### src/flag_deframer_bit_destuffer_assert.svh
// Assertion macros for the deframer.
`ifndef FLAG_DEFRAMER_BIT_DESTUFFER_ASSERT_SVH
`define FLAG_DEFRAMER_BIT_DESTUFFER_ASSERT_SVH

// Same-cycle implication, checked out of reset.
`define FDBD_ASSERT_NOW(label, ante, cons) \
  label: assert property (@(posedge clk_i) disable iff (!rst_ni) (ante) |-> (cons)) \
    else $error("fdbd: same-cycle check failed");

// Next-cycle implication, checked out of reset.
`define FDBD_ASSERT_NEXT(label, ante, cons) \
  label: assert property (@(posedge clk_i) disable iff (!rst_ni) (ante) |=> (cons)) \
    else $error("fdbd: next-cycle check failed");

`endif

### src/fdbd_pkg.sv
`default_nettype none

package fdbd_pkg;

  localparam int unsigned FrameBitsW = 16;
  localparam int unsigned MinLenW    = 8;

  localparam logic [7:0]         FlagPattern    = 8'h7E;
  localparam logic [2:0]         StuffRun       = 3'd5;
  localparam logic [2:0]         SkipStart      = 3'd7;
  localparam logic [3:0]         WindowBits     = 4'd8;
  localparam logic [MinLenW-1:0] MinLengthReset = 8'd32;

  localparam logic [1:0] KindPayload = 2'd0;
  localparam logic [1:0] KindLong    = 2'd1;
  localparam logic [1:0] KindShort   = 2'd2;

  typedef enum logic [3:0] {
    MODE_HUNT  = 4'b0001,
    MODE_SKIP  = 4'b0010,
    MODE_FRAME = 4'b0100,
    MODE_DROP  = 4'b1000
  } mode_e;

endpackage

`default_nettype wire

### src/flag_deframer_bit_destuffer.sv
// Flag deframer with bit destuffing.
// Input channel: one line bit per item on line_bit_i, qualified by in_valid_i and
// taken when in_stall_o is low. Output channel: one result per item at most, on
// payload_bit_o, kind_o and frame_bits_o, qualified by out_valid_o and taken when
// out_stall_i is low. kind_o is 0 for a destuffed data bit, 1 for a frame end
// carrying more than min_length bits, 2 for a frame end that is too short.
// Configuration: cfg_we_i writes min_length from cfg_wdata_i; write only when idle.
// A result appears on the output register in the cycle after its item is taken.
// Throughput: one item per cycle while no stall is held, set by the single state
// update and the output register, which loads while the previous result is taken.
// The first seven items after reset only fill the look-ahead window and give no
// result. Hunted flags, stuffed bits and skipped flag bits give none either; a
// closing flag gives only the frame-end result. Reset clears the window, returns
// to flag hunting and sets min_length to 32. While the receiver stalls a held
// result, in_stall_o is raised and the result and all state hold.
`default_nettype none

module flag_deframer_bit_destuffer #(
  parameter int unsigned LENGTH_WIDTH = 16
) (
  input  wire logic                       clk_i,
  input  wire logic                       rst_ni,
  input  wire logic                       cfg_we_i,
  input  wire logic [fdbd_pkg::MinLenW-1:0] cfg_wdata_i,
  input  wire logic                       in_valid_i,
  output logic                            in_stall_o,
  input  wire logic                       line_bit_i,
  output logic                            out_valid_o,
  input  wire logic                       out_stall_i,
  output logic                            payload_bit_o,
  output logic [1:0]                      kind_o,
  output logic [fdbd_pkg::FrameBitsW-1:0] frame_bits_o
);
  import fdbd_pkg::*;

  logic [MinLenW-1:0]      min_length_q;
  logic [7:0]              window_q, window_d;
  logic [3:0]              fill_q, fill_d;
  mode_e                   mode_q, mode_d;
  logic [2:0]              skip_left_q, skip_left_d;
  logic [2:0]              ones_run_q, ones_run_d;
  logic [LENGTH_WIDTH-1:0] frame_length_q, frame_length_d;

  logic                    out_valid_q, out_valid_d;
  logic                    payload_bit_q, payload_bit_d;
  logic [1:0]              kind_q, kind_d;
  logic [FrameBitsW-1:0]   frame_bits_q, frame_bits_d;

  logic                    in_acc;
  logic                    res_valid;
  logic                    cur_bit;
  logic [FrameBitsW-1:0]   shown;

  assign in_stall_o = out_valid_q && out_stall_i;
  assign in_acc     = in_valid_i && !in_stall_o;

  if (LENGTH_WIDTH > FrameBitsW) begin : g_sat
    assign shown = (|frame_length_q[LENGTH_WIDTH-1:FrameBitsW]) ? '1
                                                                : frame_length_q[FrameBitsW-1:0];
  end else begin : g_ext
    assign shown = FrameBitsW'(frame_length_q);
  end

  always_comb begin
    window_d       = {window_q[6:0], line_bit_i};
    fill_d         = (fill_q < WindowBits) ? fill_q + 4'd1 : fill_q;
    mode_d         = mode_q;
    skip_left_d    = skip_left_q;
    ones_run_d     = ones_run_q;
    frame_length_d = frame_length_q;
    cur_bit        = window_d[7];
    res_valid      = 1'b0;
    payload_bit_d  = 1'b0;
    kind_d         = KindPayload;
    frame_bits_d   = '0;
    if (fill_d == WindowBits) begin
      unique case (mode_q)
        MODE_HUNT: begin
          if (window_d == FlagPattern) begin
            mode_d      = MODE_SKIP;
            skip_left_d = SkipStart;
          end
        end
        MODE_SKIP: begin
          skip_left_d = skip_left_q - 3'd1;
          if (skip_left_q <= 3'd1) begin
            skip_left_d    = '0;
            mode_d         = MODE_FRAME;
            ones_run_d     = '0;
            frame_length_d = '0;
          end
        end
        MODE_DROP: begin
          mode_d = MODE_FRAME;
        end
        MODE_FRAME: begin
          res_valid = 1'b1;
          if (window_d == FlagPattern) begin
            kind_d       = (frame_length_q > LENGTH_WIDTH'(min_length_q)) ? KindLong
                                                                           : KindShort;
            frame_bits_d = shown;
            mode_d       = MODE_HUNT;
            ones_run_d   = '0;
          end else begin
            payload_bit_d = cur_bit;
            ones_run_d    = cur_bit ? ones_run_q + 3'd1 : '0;
            if (frame_length_q != '1) begin
              frame_length_d = frame_length_q + 1'b1;
            end
            if (ones_run_d >= StuffRun) begin
              ones_run_d = '0;
              mode_d     = MODE_DROP;
            end
          end
        end
        default: begin
          mode_d = MODE_HUNT;
        end
      endcase
    end
  end

  always_comb begin
    out_valid_d = out_valid_q;
    if (in_acc) begin
      out_valid_d = res_valid;
    end else if (!out_stall_i) begin
      out_valid_d = 1'b0;
    end
  end

  always_ff @(posedge clk_i or negedge rst_ni) begin
    if (!rst_ni) begin
      min_length_q   <= MinLengthReset;
      window_q       <= '0;
      fill_q         <= '0;
      mode_q         <= MODE_HUNT;
      skip_left_q    <= '0;
      ones_run_q     <= '0;
      frame_length_q <= '0;
      out_valid_q    <= 1'b0;
    end else begin
      if (cfg_we_i) begin
        min_length_q <= cfg_wdata_i;
      end
      if (in_acc) begin
        window_q       <= window_d;
        fill_q         <= fill_d;
        mode_q         <= mode_d;
        skip_left_q    <= skip_left_d;
        ones_run_q     <= ones_run_d;
        frame_length_q <= frame_length_d;
      end
      out_valid_q <= out_valid_d;
    end
  end

  always_ff @(posedge clk_i) begin
    if (in_acc && res_valid) begin
      payload_bit_q <= payload_bit_d;
      kind_q        <= kind_d;
      frame_bits_q  <= frame_bits_d;
    end
  end

  assign out_valid_o   = out_valid_q;
  assign payload_bit_o = payload_bit_q;
  assign kind_o        = kind_q;
  assign frame_bits_o  = frame_bits_q;

`include "flag_deframer_bit_destuffer_assert.svh"

  `FDBD_ASSERT_NOW(a_skip_nonzero, mode_q == MODE_SKIP, skip_left_q != 3'd0)
  `FDBD_ASSERT_NEXT(a_drop_silent, in_acc && mode_q == MODE_DROP, !out_valid_o)
  `FDBD_ASSERT_NEXT(a_close_marker, in_acc && mode_q == MODE_FRAME && mode_d == MODE_HUNT,
                    out_valid_o && kind_o != KindPayload)

endmodule

`default_nettype wire

### config.mk
export PLATFORM = sky130hd
export DESIGN_NAME = flag_deframer_bit_destuffer
export DESIGN_NICKNAME = d
export VERILOG_FILES = /design/src/fdbd_pkg.sv /design/src/flag_deframer_bit_destuffer.sv
export VERILOG_INCLUDE_DIRS = /design/src /design/src/src
export SDC_FILE = /design/constraint.sdc
export NUM_CORES = 1
export LEC_CHECK = 0
export CAP_MARGIN = 10
export CORE_MARGIN = 2
export CORE_UTILIZATION = 60
export CTS_BUF_LIST = sky130_fd_sc_hd__clkbuf_8 sky130_fd_sc_hd__clkbuf_16
export CTS_CLUSTER_DIAMETER = 50
export DETAILED_ROUTE_END_ITERATION = 8
export DONT_BUFFER_PORTS = 1
export PLACE_DENSITY_LB_ADDON = 0.05
export SLEW_MARGIN = 10
export SYNTH_ARGS = -nofsm -noshare
export SYNTH_HDL_FRONTEND = slang
export SYNTH_SLANG_ARGS = --single-unit
### constraint.sdc
create_clock -name clk_i -period 3.2 [get_ports clk_i]
set_input_delay 0.32 -clock clk_i [delete_from_list [all_inputs] [get_ports clk_i]]
set_output_delay 0.32 -clock clk_i [all_outputs]
set_load 0.05 [all_outputs]
## Word-level counts from Yosys, hierarchy flattened

Index checks and enable logic that the tools add are counted.

- Output and inout port bits: 21
- Logic and storage cells: 69
- Register bits: 65
- Input port bits: 14

- Bitwise logic cells: 2
- Reduce and logical (&&, ||, !) cells: 12
- Add/subtract/negate cells: 4
- Equality and inequality tests: 13
- Order comparisons: 4
- Multiplexer cells: 23

Operators with widths:

| cell | count |
|---|---|
| $mux W16 | 3 |
| $pmux W16 S2 | 1 |
| $mux W4 | 5 |
| $mux W3 | 6 |
| $add A16 B1 Y16 const B | 1 |
| $gt A16 B8 Y1 | 1 |
| $ne A16 B16 Y1 const B | 1 |
| $pmux W4 S4 | 1 |
| $pmux W3 S2 | 2 |
| $eq A4 B4 Y1 const B | 2 |
| $eq A8 B7 Y1 const B | 1 |
| $ne A2 B2 Y1 const B | 4 |
| $reduce_and A4 Y1 | 2 |
| $reduce_and A6 Y1 | 1 |
| $reduce_and A5 Y1 | 1 |
| $add A4 B1 Y4 const B | 1 |
| $eq A4 B1 Y1 const B | 1 |
| $eq A4 B2 Y1 const B | 1 |
| $eq A4 B3 Y1 const B | 1 |
| $lt A4 B4 Y1 const B | 1 |
| $mux W1 | 4 |
| $reduce_bool A2 Y1 | 2 |
| $add A3 B1 Y3 const B | 1 |
| $ge A3 B3 Y1 const B | 1 |
| other kinds (10) | 13 |

## Depth between registers and ports, before layout

- Word-level depth: 6
- Mapped depth: 8
- Mapped depth without buffers: 7

## Least setup slack after synthesis

No wires, ideal clock.

- Path type: reg-to-reg
- Start: register fill_q[0]
- End: register frame_length_q[4]
- Library setup time: 135 ps
- Cell stages (with the launch flop): 9
- Clock period less this slack: 2417 ps
- Arrival: 2282 ps
- Buffers on the path: 2
- Setup slack: 783 ps
- Data required time: 3065 ps
- Cell sequence: dfrtp_1 > ha_1 > or3b_1 > o2bb2a_4 > buf_6 > or3_4 > buf_2 > a221oi_1 > o31ai_1

- Longest elaborated chain between the ends: 4
- Elaborated cells on any way between the ends: 5
- Classes of those cells: add/sub: 1; order compare: 1; eq/ne: 1; mux: 1; reduce/logical: 1

RTL lines:

| what | RTL line | RTL |
|---|---|---|
| start: declaration | flag_deframer_bit_destuffer.sv:38 | `logic [3:0] fill_q, fill_d;` |
| start signal: assignment | flag_deframer_bit_destuffer.sv:148 | `fill_q <= fill_d;` |
| $add A4 B1 Y4 or $lt A4 B4 Y1 (tied branches) | flag_deframer_bit_destuffer.sv:66 | `fill_d = (fill_q < WindowBits) ? fill_q + 4'd1 : fill_q;` |
| $mux W4 * | flag_deframer_bit_destuffer.sv:66 |  |
| $eq A4 B4 Y1 * | flag_deframer_bit_destuffer.sv:76 | `if (fill_d == WindowBits) begin` |
| $reduce_and A6 Y1 (no source line) * | n/a |  |
| end signal: assignment | flag_deframer_bit_destuffer.sv:152 | `frame_length_q <= frame_length_d;` |
| end: declaration | flag_deframer_bit_destuffer.sv:42 | `logic [LENGTH_WIDTH-1:0] frame_length_q, frame_length_d;` |

Mark *: on every way between the ends. The rest lies on a longest branch, timed or not.
A chain may end at the register's enable or synchronous reset.

## Worst setup path in the final report

- Start: register fill_q[0]
- End: register ones_run_q[2]

- Longest elaborated chain between the ends: 4
- Elaborated cells on any way between the ends: 5
- Classes of those cells: add/sub: 1; order compare: 1; eq/ne: 1; mux: 1; reduce/logical: 1

RTL lines:

| what | RTL line | RTL |
|---|---|---|
| $add A4 B1 Y4 or $lt A4 B4 Y1 (tied branches) | flag_deframer_bit_destuffer.sv:66 |  |
| $mux W4 * | flag_deframer_bit_destuffer.sv:66 |  |
| $eq A4 B4 Y1 * | flag_deframer_bit_destuffer.sv:76 |  |
| $reduce_and A4 Y1 (no source line) * | n/a |  |
| end signal: assignment | flag_deframer_bit_destuffer.sv:151 | `ones_run_q <= ones_run_d;` |
| end: declaration | flag_deframer_bit_destuffer.sv:41 | `logic [2:0] ones_run_q, ones_run_d;` |

Marks and branches as above.

==> results.toml <==
[run_status]
outcome = "finished clean"

[clock_network]
clock_path_buffers = 2
cts_hold_buf = 2
cts_buffers = 9
cts_htree_levels = 3
clkLatencyLatePin_ns = 0.34
cts-resized-gates = 0
clock-root-buffer = "clkbuf_8"
tritoncts = "yes"
post-cts-setup-buffer-count = 0
clock-sinks = 65
path_clk_slew_ns = 0.07

[global_route]
track_usage_pct = 24.3
grt_pass1_wl_um = 11500
antenna_found_initial = 0
grt_pass1_vias = 2451
grt_start_max_net_pins = 47
grt_overflow = 0

[die]
fp.coreArea_mm2 = 0.00547
die_h_um = 79.1
dieWidth_um = 79.1
ios = 35
start_util_pct = 61.8
dieArea_mm2 = 0.00625
rows = 27

[setup_path]
slowest_stage = "or4b_1"
setup.worst_path.class = "reg -> reg"
cpLargestDelayFamily = "simple AND/OR/NAND/NOR gates"
required_ns = 3.48
critPathMaxFanout = 12
timing.rr.start = "fill_q[0]"
crit_path_start_kind = "flop"
critPathLaunch = "fill_q[0]"
end_kind = "flop"
max_stage_delay_ns = 0.53
path_buf_inv = 0
critical_path.cell_chain = "ha_1, or3b_1, o2bb2a_4, or3_4, or4b_1, nand2_1"
arrival_ns = 2.77

[sta]
fmax_mhz = 402
tns_ns = 0
rsz0062_at_grt = "false"
final-setup-viol-count = 0
finalCritPeriodShare_pct = 77.8
skew_ns = 0.0121
finalHoldViolCount = 0
maxSlewViolCount = 0
worst_slew_pin_slew_ns = 0.712
hold_ws_ns = 0.0470
relSlewSlack_pct = 52.2
fin_crit_ns = 2.49

[placement]
dp_hpwl_um = 4670
place_congestion = 0.873
port_buffers = 0

[synth]
syn_avg_cell_area_um2 = 10.6
synth_edf_count = 19
synthCells = 319
synthesis.area_mm2 = 0.00338
ys_top_cells_by_area = "dfrtp_1 33%, edfxtp_1 17%, ha_1 4.8%"
ys_ff_latch = 65
yosysTopAreaCellShare_pct = 32.6
synth-main-ff-cell = "dfrtp_1"
ys_seq_area_share_pct = 51.0
synthArstFlopShare_pct = 70.8
syn-num-nets = 346
yosys_warnings = 0
synth_top_cell_by_area = "dfrtp_1"
ys_types = 54

[finish]
num_antenna_cells = 0
final_common_cell = "dfrtp_1"
fill_cells = 443
fin_nets = 349
areaGrowthSynthToFinish_pct = 9.66
drive_above_1_share_pct = 11.6
mostFrequentLayoutCells = "44 x dfrtp_1, 26 x nand2_1, 20 x inv_1"

[detailed_routing]
final_antenna_net_count = 0
drtIter0Drc = 219
wl_um = 6680
via_per_inst = 6.14
route.detailed.drc = 0
firstDrtPassIters = 4
drt-wirelength-per-cell_um = 16.7
vias = 2449

[power_and_ir_drop]
irDropWorstVdd_uv = 545
p_leak_nw = 1.59
power_density_mw_per_mm2 = 597

[hold_path]
min_from = "cfg_we_i"
hp-class = "in -> reg"

[run]
cap_viol_max_count = 0
## flip-flops by register name (all words and copies together), names as in the netlist, 3 cells and up
name,flops
frame_length_q,16
fill_q,4
frame_bits_o,16
mode_q,4
skip_left_q,3
min_length_q,8
ones_run_q,3
window_q,7
## worst reg2reg max path, delay by kind of cell (launching register included)
family / cells / cell delay (ns)
fa+ha+maj: 1 / 0.33
compound gates: 1 / 0.24
flops: 1 / 0.42
simple gates: 4 / 1.44
## report_power, final
group | total, mW | internal (mW) | switching [mW]
clock | 0.800 | 0.497 | 0.303
sequential | 1.06 | 0.947 | 0.109
combinational | 0.357 | 0.175 | 0.181
total | 2.21 | 1.62 | 0.593
## worst paths after layout
kind                            depth (start not counted)              end  slack, ns
worst max-delay path                                    6    ones_run_q[2]       0.71
worst min-delay path                                    1  min_length_q[5]       0.05
worst max register to register                          6    ones_run_q[2]       0.71
worst min register to register                          2    ones_run_q[1]       0.50
max in group asynchronous                               2        mode_q[0]       2.45
min in group asynchronous                               2  min_length_q[7]       0.48
## kinds of logic (layout without fill, tap and decap cells)
| kind of cell | after synthesis | in the layout | share of synthesized area (%) |
|---|---|---|---|
| AOI/OAI and AO/OA | 81 | 81 | 16.6 |
| buffers and inverters | 32 | 40 | 3.89 |
| adders and majority gates | 13 | 13 | 4.81 |
| xor gates and xnor gates | 4 | 4 | 1.04 |
| DFF | 65 | 65 | 51.0 |
| and+or+nand+nor | 113 | 113 | 19.1 |
| muxes | 11 | 11 | 3.63 |
## stage by stage
step / power (mW) / setup slack [ns] / util [%] / cell area, um^2 / std cells
final: 2.21 / 0.712 / 67.7 / 3710 / 399
after floorplan: 1.35 / 0.783 / - / 3380 / 319
after CTS: 2.23 / 0.723 / 67.7 / 3710 / 399
after detailed placement: 1.41 / 0.729 / 62.8 / 3440 / 381
after global routing: 2.33 / 0.575 / 67.7 / 3710 / 399
after global placement: 1.39 / 0.813 / 62.8 / 3440 / 381
## cell usage after synthesis (all sizes together), types with 2 or more instances
| library cell | number |
|---|---|
| dfrtp | 44 |
| nand2 | 26 |
| edfxtp | 19 |
| and2 | 18 |
| inv | 18 |
| o21ai | 17 |
| a21oi | 14 |
| a31oi | 13 |
| ha | 13 |
| clkbuf | 10 |
| mux2 | 10 |
| nand3 | 10 |
| nor2 | 10 |
| nor3 | 9 |
| a21o | 6 |
| and3 | 6 |
| and4 | 6 |
| nand4 | 6 |
| o211ai | 6 |
| buf | 4 |
| or4 | 4 |
| a211oi | 3 |
| nand2b | 3 |
| nor2b | 3 |
| nor4 | 3 |
| o31ai | 3 |
| xnor2 | 3 |
| a41oi | 2 |
| dfstp | 2 |
| nor4b | 2 |
| o21bai | 2 |
| o22a | 2 |
| o311a | 2 |
| or2 | 2 |
## routing by layer
metal	global-route usage [%]	wire (um)	share of wire, %
met5	0	0	0
met2	40.4	3260	49
met3	4.66	262	3.9
met4	9.83	131	2.0
met1	31.4	3020	45
## area by class of cell
cell class | instances | area, um^2 | share of cell area [%]
clock buffers | 12 | 165 | 4.45
flip-flops and latches | 65 | 1720 | 46.5
inverters | 18 | 67.6 | 1.82
multi-input cells | 222 | 1530 | 41.1
repair buffers | 6 | 67.6 | 1.82
clock inverters | 4 | 67.6 | 1.82
well taps | 72 | 90.1 | 2.43
(Power assumes the default switching activity.)
